[src/hw/rtl/rkfs_pkg.sv]
// Package for the RGB keyframe fade sequencer.
// Holds the transaction payload types, the keyframe entry layout and the action codes.
// It has no dependencies.
package rkfs_pkg;

  localparam int unsigned ENTRIES_DEFAULT = 32;
  localparam int unsigned IDX_IN_W = 5;
  localparam int unsigned IDX_IN_CODES = 1 << IDX_IN_W;

  typedef enum logic [1:0] {
    ACT_TICK   = 2'd0,
    ACT_WRITE  = 2'd1,
    ACT_SELECT = 2'd2
  } action_e;

  typedef enum logic [2:0] {
    ST_IDLE = 3'b001,
    ST_EXEC = 3'b010,
    ST_LOAD = 3'b100
  } state_e;

  typedef struct packed {
    logic [1:0]          action;
    logic [IDX_IN_W-1:0] entry_index;
    logic [7:0]          red;
    logic [7:0]          green;
    logic [7:0]          blue;
    logic [7:0]          red_step;
    logic [7:0]          green_step;
    logic [7:0]          blue_step;
    logic [IDX_IN_W-1:0] seq_first;
    logic [IDX_IN_W-1:0] seq_last;
  } in_item_t;

  typedef struct packed {
    logic [7:0] red_out;
    logic [7:0] green_out;
    logic [7:0] blue_out;
    logic       advanced;
  } out_item_t;

  typedef struct packed {
    logic [2:0][7:0] color;
    logic [2:0][7:0] step;
  } kf_entry_t;

endpackage

[src/hw/rtl/rgb_keyframe_fade_sequencer_core.sv]
// Top level of the RGB keyframe fade sequencer.
// Keeps the keyframe store in two mirrored synchronous memories; uses rkfs_pkg.
//
// A tick result is registered into the output during the EXEC state that follows
// the tick's acceptance. A tick passes through EXEC, then LOAD when it advances,
// LOAD being the memory read that reloads the color; a select passes through LOAD.
// The synchronous read ports require LOAD. Reset is asynchronous and clears
// the indexes, range and color; the store itself is not cleared.
module rgb_keyframe_fade_sequencer_core #(
  parameter int unsigned ENTRIES = rkfs_pkg::ENTRIES_DEFAULT
) (
  input  logic                clk_i,
  input  logic                rst_ni,
  input  logic                in_valid_i,
  output logic                in_stall_o,
  input  rkfs_pkg::in_item_t  in_data_i,
  output logic                out_valid_o,
  input  logic                out_stall_i,
  output rkfs_pkg::out_item_t out_data_o
);

  localparam int unsigned IW = $clog2(ENTRIES);
  localparam int unsigned IN_CODES = rkfs_pkg::IDX_IN_CODES;

  function automatic logic [IN_CODES*IW-1:0] build_mod_lut();
    logic [IN_CODES*IW-1:0] lut;
    int v;
    lut = '0;
    for (int i = 0; i < IN_CODES; i++) begin
      v = i;
      while (v >= int'(ENTRIES)) begin
        v = v - int'(ENTRIES);
      end
      lut[i*IW +: IW] = IW'(v);
    end
    return lut;
  endfunction

  localparam logic [IN_CODES*IW-1:0] MOD_LUT = build_mod_lut();

  function automatic logic [IW-1:0] next_in_range(logic [IW-1:0] idx, logic [IW-1:0] first,
                                                   logic [IW-1:0] last);
    logic [IW:0] n;
    n = {1'b0, idx} + (IW+1)'(1);
    if (n > {1'b0, last}) begin
      return first;
    end
    return n[IW-1:0];
  endfunction

  rkfs_pkg::kf_entry_t mem_a [ENTRIES];
  rkfs_pkg::kf_entry_t mem_b [ENTRIES];
  rkfs_pkg::kf_entry_t rd_a_q, rd_b_q, wr_entry;

  rkfs_pkg::state_e    state_q, state_d;
  logic [2:0][7:0]     color_q, color_d;
  logic [IW-1:0]       from_q, from_d, to_q, to_d, first_q, first_d, last_q, last_d;
  logic                out_valid_q, out_valid_d;
  rkfs_pkg::out_item_t out_q, out_d;

  logic                accept;
  logic                wr_en;
  logic [8:0]          wr_index_wide;
  logic [IW-1:0]       wr_addr, rd_addr_a, sel_first, sel_last;
  logic [IW:0]         sel_next;
  logic [2:0][7:0]     stepped;
  logic [7:0]          delta;
  logic                reached, all_equal, adv;
  logic [IW-1:0]       next_from;

  assign in_stall_o  = (state_q != rkfs_pkg::ST_IDLE) || (out_valid_q && out_stall_i);
  assign accept      = in_valid_i && !in_stall_o;
  assign out_valid_o = out_valid_q;
  assign out_data_o  = out_q;

  assign wr_index_wide = 9'(in_data_i.entry_index);
  assign wr_addr       = wr_index_wide[IW-1:0];
  assign wr_en         = accept && (in_data_i.action == rkfs_pkg::ACT_WRITE) &&
                         (wr_index_wide < 9'(ENTRIES));
  assign wr_entry.color = {in_data_i.red, in_data_i.green, in_data_i.blue};
  assign wr_entry.step  = {in_data_i.red_step, in_data_i.green_step, in_data_i.blue_step};

  assign sel_first = MOD_LUT[in_data_i.seq_first*IW +: IW];
  assign sel_last  = MOD_LUT[in_data_i.seq_last*IW +: IW];
  assign sel_next  = {1'b0, sel_first} + (IW+1)'(1);

  always_comb begin
    reached   = 1'b0;
    all_equal = 1'b1;
    delta     = '0;
    for (int c = 0; c < 3; c++) begin
      if (color_q[c] < rd_b_q.color[c]) begin
        stepped[c] = color_q[c] + rd_a_q.step[c];
      end else if (color_q[c] > rd_b_q.color[c]) begin
        stepped[c] = color_q[c] - rd_a_q.step[c];
      end else begin
        stepped[c] = color_q[c];
      end
      delta = (stepped[c] >= rd_b_q.color[c]) ? stepped[c] - rd_b_q.color[c]
                                              : rd_b_q.color[c] - stepped[c];
      if (delta != 8'd0) begin
        all_equal = 1'b0;
        if (delta <= rd_a_q.step[c]) begin
          reached = 1'b1;
        end
      end
    end
    adv       = reached || all_equal;
    next_from = next_in_range(from_q, first_q, last_q);
  end

  always_comb begin
    state_d     = state_q;
    color_d     = color_q;
    from_d      = from_q;
    to_d        = to_q;
    first_d     = first_q;
    last_d      = last_q;
    out_valid_d = out_valid_q && out_stall_i;
    out_d       = out_q;
    rd_addr_a   = from_q;
    unique case (state_q)
      rkfs_pkg::ST_IDLE: begin
        if (accept) begin
          unique case (in_data_i.action)
            rkfs_pkg::ACT_TICK: begin
              state_d = rkfs_pkg::ST_EXEC;
            end
            rkfs_pkg::ACT_SELECT: begin
              rd_addr_a = sel_first;
              first_d   = sel_first;
              last_d    = sel_last;
              from_d    = sel_first;
              to_d      = (sel_next == (IW+1)'(ENTRIES)) ? '0 : sel_next[IW-1:0];
              state_d   = rkfs_pkg::ST_LOAD;
            end
            default: begin
            end
          endcase
        end
      end
      rkfs_pkg::ST_EXEC: begin
        out_valid_d        = 1'b1;
        out_d.red_out      = color_q[2];
        out_d.green_out    = color_q[1];
        out_d.blue_out     = color_q[0];
        out_d.advanced     = adv;
        color_d            = stepped;
        if (adv) begin
          rd_addr_a = next_from;
          from_d    = next_from;
          to_d      = next_in_range(to_q, first_q, last_q);
          state_d   = rkfs_pkg::ST_LOAD;
        end else begin
          state_d = rkfs_pkg::ST_IDLE;
        end
      end
      rkfs_pkg::ST_LOAD: begin
        color_d = rd_a_q.color;
        state_d = rkfs_pkg::ST_IDLE;
      end
      default: begin
        state_d = rkfs_pkg::ST_IDLE;
      end
    endcase
  end

  always_ff @(posedge clk_i) begin
    if (wr_en) begin
      mem_a[wr_addr] <= wr_entry;
      mem_b[wr_addr] <= wr_entry;
    end
    rd_a_q <= mem_a[rd_addr_a];
    rd_b_q <= mem_b[to_q];
  end

  always_ff @(posedge clk_i) begin
    out_q <= out_d;
  end

  always_ff @(posedge clk_i or negedge rst_ni) begin
    if (!rst_ni) begin
      state_q     <= rkfs_pkg::ST_IDLE;
      color_q     <= '0;
      from_q      <= '0;
      to_q        <= IW'(1);
      first_q     <= '0;
      last_q      <= IW'(1);
      out_valid_q <= 1'b0;
    end else begin
      state_q     <= state_d;
      color_q     <= color_d;
      from_q      <= from_d;
      to_q        <= to_d;
      first_q     <= first_d;
      last_q      <= last_d;
      out_valid_q <= out_valid_d;
    end
  end

endmodule

[config.mk]
export PLATFORM = sky130hd
export DESIGN_NAME = rgb_keyframe_fade_sequencer_core
export DESIGN_NICKNAME = d
export VERILOG_FILES = /design/src/hw/rtl/rkfs_pkg.sv /design/src/hw/rtl/rgb_keyframe_fade_sequencer_core.sv
export SDC_FILE = /design/constraint.sdc
export NUM_CORES = 2
export LEC_CHECK = 0
export BUFFER_PORTS_ARGS = -buffer_cell sky130_fd_sc_hd__buf_4
export CAP_MARGIN = 30
export CORE_ASPECT_RATIO = 1.2
export CORE_UTILIZATION = 44
export DETAILED_ROUTE_END_ITERATION = 8
export SYNTH_ARGS = -nofsm -noshare
export SYNTH_HDL_FRONTEND = slang
export SYNTH_SLANG_ARGS = --single-unit
export TNS_END_PERCENT = 100
[constraint.sdc]
create_clock -name clk_i -period 8.79 [get_ports clk_i]
set_input_delay 1.758 -clock clk_i [delete_from_list [all_inputs] [get_ports clk_i]]
set_output_delay 1.758 -clock clk_i [all_outputs]
set_load 0.02 [all_outputs]
==> results.sh <==
export IMPL_critPathKind="reg2reg"
export IMPL_port_buffers=95
export IMPL_first_pass_iters=8
export IMPL_dieArea_um2=172000
export IMPL_yosysMostFrequentCell="edfxtp_1"
export IMPL_syn_instance_count=5421
export IMPL_dp_hpwl_mm=143
export IMPL_p_per_area_nw_per_um2=385
export IMPL_crit_required_ps=9440
export IMPL_power_frac_seq=0.298
export IMPL_gp_congestion=0.881
export IMPL_synth_area_um2=75000
export IMPL_pwr_share_comb=0.482
export IMPL_clock_fmax_mhz=118
export IMPL_cts_inserted_buffers=166
export IMPL_clkTransAtPathRegs_ps=70
export IMPL_min_period_ps=8500
export IMPL_p_sw_mw=13.3
export IMPL_ctsHoldBuffers=0
export IMPL_ys_ff_latch=1681
export IMPL_multiInputGateArea_um2=24100
export IMPL_cts_htree_levels=4
export IMPL_rsz0062_at_grt="no"
export IMPL_crit_family="compound AO/OA/AOI/OAI gates"
export IMPL_synth_top_area_share=0.625
export IMPL_max_stage_delay_ps=620
export IMPL_peakVddDrop_uv=423
export IMPL_fin_setup_tns_ps=0
export IMPL_clock_latency_ps=820
export IMPL_cts_path_max_buffers=3
export IMPL_skew_ps=22.1
export IMPL_clock_sinks=1681
export IMPL_postRouteAntennaNets=0
export IMPL_ios=96
export IMPL_synth_cell_types=80
export IMPL_area_growth_pct=13.9
export IMPL_finalNetCount=5754
export IMPL_ys_seq_area_frac=0.660
export IMPL_num_vias=49400
export IMPL_async_flop_share=0.0286
export IMPL_hp_class="reg2reg"
export IMPL_syn_nets=5650
export IMPL_drt_iter0_drc=5855
export IMPL_grt_overflow_total=0
export IMPL_drt_total_wl_mm=237
export IMPL_ff_latch_area_um2=49500
export IMPL_ys_warn_count=0
export IMPL_grt_pass1_vias=47800
export IMPL_grt_max_degree=79
export IMPL_pwr_share_clk=0.220
export IMPL_total_power_mw=32.9
export IMPL_drv_slew=0
export IMPL_crit_slowest_cell="dfxtp_1"
export IMPL_place_area_um2=79800
export IMPL_fin_crit_sh=0.968
export IMPL_core_um2=169000
export IMPL_antenna_found_initial=17
export IMPL_grt_pass1_wl_mm=338
export IMPL_yosys_area_top_type="edfxtp_1"
export IMPL_tightest_slew_ps=1070
export IMPL_p_leak_nw=29.8
export IMPL_fill_cells=14200
export IMPL_drc_errors=0
export IMPL_slew_headroom=0.286
export IMPL_die_width_um=379
export IMPL_cts_tree="built"
export IMPL_synth_area_per_cell_um2=13.8
export IMPL_start_util=0.444
export IMPL_synth_area_leaders="edfxtp_1 62%, mux4_2 8.7%, nand2_1 5.7%"
export IMPL_synth_commonest_cells="1561 x edfxtp_1, 1137 x nand2_1, 291 x mux4_2"
export IMPL_rows=165
export IMPL_hold_ws_ps=503
export IMPL_critical_path_max_fanout=14
export IMPL_setup_violations=0
export IMPL_cp_common_cell="a21oi_1"
export IMPL_cts_root_buf="clkbuf_16"
export IMPL_switching_share=0.405
export IMPL_synth_main_ff_cell="edfxtp_1"
export IMPL_drive_gt1_frac=0.169
export IMPL_start_kind="flop"
export IMPL_dieHeight_um=454
export IMPL_outcome="finished, final reports clean"
export IMPL_fin_area_um2=85500
export IMPL_p_int_mw=19.6
export IMPL_drv_cap=0
export IMPL_critPathBufInv=4
export IMPL_synth_edf_count=1561
export IMPL_timing_hold_violations_final=0
export IMPL_vias_per_cell=6.23
export IMPL_worstPathArrival_ps=9150
export IMPL_endpoint_kind="flop"
export IMPL_grt_usage=0.274
export IMPL_routedWlPerCell_um=29.9
## flip-flops by register name (all words and copies together) (netlist names)
| name | flops |
|---|---|
| color_q | 24 |
| to_q | 5 |
| mem_b | 1488 |
| out_data_o | 25 |
| mem_a | 48 |
| rd_a_q | 48 |
| last_q | 5 |
| from_q | 5 |
| state_q | 3 |
| first_q | 5 |
| rd_b_q | 24 |
| out_valid_o | 1 |
## per-layer routing
layer | wire [µm] | up-vias | GRT usage | share of wire
met5 | 92 | - | 0 | 0.00039
met4 | 10100 | 16 | 0.106 | 0.043
met3 | 21600 | 471 | 0.0534 | 0.091
met2 | 113000 | 2530 | 0.446 | 0.48
met1 | 91700 | 25300 | 0.363 | 0.39
li1 | - | 21100 | - | -
## stage by stage
step                      instances   util  worst slack, ps
final                          7931  0.506              285
after CTS                      7918  0.505             2.14
after detailed placement       7609  0.473             -174
after global routing           7923  0.506             36.1
after global placement         7595  0.471             -673
after floorplan                5421      -             2060
## cells by family (layout without fill, tap and decap cells)
kind of cell | after synthesis | after routing | synth area share
buffers and inverters | 473 | 718 | 0.0251
multiplexers | 356 | 356 | 0.0965
other | 0 | 11 | 0
AND/OR/NAND/NOR | 1736 | 1736 | 0.102
XOR/XNOR | 23 | 23 | 0.00268
AO/OA/AOI/OAI | 992 | 992 | 0.0859
adder cells (fa/ha/maj) | 160 | 160 | 0.0279
flip-flops | 1681 | 1681 | 0.660
## final cells by class
type                            instances  area share
Clock buffer                          223      0.0545
Sequential cell                      1681       0.579
Clock inverter                         86      0.0101
Tap cell                             2254      0.0330
Multi-Input combinational cell       3267       0.282
Inverter                              112     0.00521
Antenna cell                           11    0.000322
Timing Repair Buffer                  297      0.0359
## what timing repair did
item / in CTS / in global routing
resized for setup: 1 / 22
setup endpoints to repair: 1 / 30
setup buffers: 0 / 2
pin swaps: 0 / 1
## layout by cell type, fill, tap and decap left out, drive strengths merged, types with 13 or more instances in the layout
| cell type | n |
|---|---|
| a21o | 26 |
| a21oi | 200 |
| a221o | 25 |
| a22oi | 48 |
| a31oi | 226 |
| a32oi | 44 |
| and3 | 216 |
| buf | 297 |
| bufinv | 15 |
| clkbuf | 223 |
| clkinv | 54 |
| dfrtp | 45 |
| dfxtp | 72 |
| edfxtp | 1561 |
| ha | 148 |
| inv | 124 |
| mux2 | 28 |
| mux2i | 37 |
| mux4 | 291 |
| nand2 | 1138 |
| nand2b | 19 |
| nand3 | 90 |
| nand4 | 34 |
| nor2 | 112 |
| nor2b | 22 |
| nor3 | 31 |
| nor4 | 30 |
| o211ai | 29 |
| o21ai | 142 |
| o21bai | 13 |
| o22a | 20 |
| o22ai | 129 |
| o311ai | 21 |
| xnor2 | 13 |
## final timing paths
kind	from	end	slack, ps	cells after the start
min in group asynchronous	rst_ni	out_valid_o	1010	1
worst min register to register	last_q[0]	last_q[0]	500	2
worst max-delay path	rd_a_q[18]	rd_a_q[1]	290	29
max in group asynchronous	rst_ni	to_q[2]	7210	1
worst min-delay path	last_q[0]	last_q[0]	500	2
worst max register to register	rd_a_q[18]	rd_a_q[1]	290	29
## worst min-delay path, stage by stage (launching register included)
cell	delay, ps
dfstp_2	390
nand2_1	60
nand2_1	50
## power by group through the flow
| stage | registers, mW | logic, mW | clock network (mW) |
|---|---|---|---|
| 2_1_floorplan | 9.40 | 10.8 | 0 |
| 3_3_place_gp | 9.96 | 15.3 | 0 |
| 3_5_place_dp | 9.95 | 15.5 | 0 |
| 4_1_cts | 9.78 | 15.6 | 7.32 |
| 5_1_grt | 9.80 | 17.3 | 7.59 |
| 6_report | 9.80 | 15.9 | 7.25 |
No activity file was read; power rests on OpenSTA's default activity.
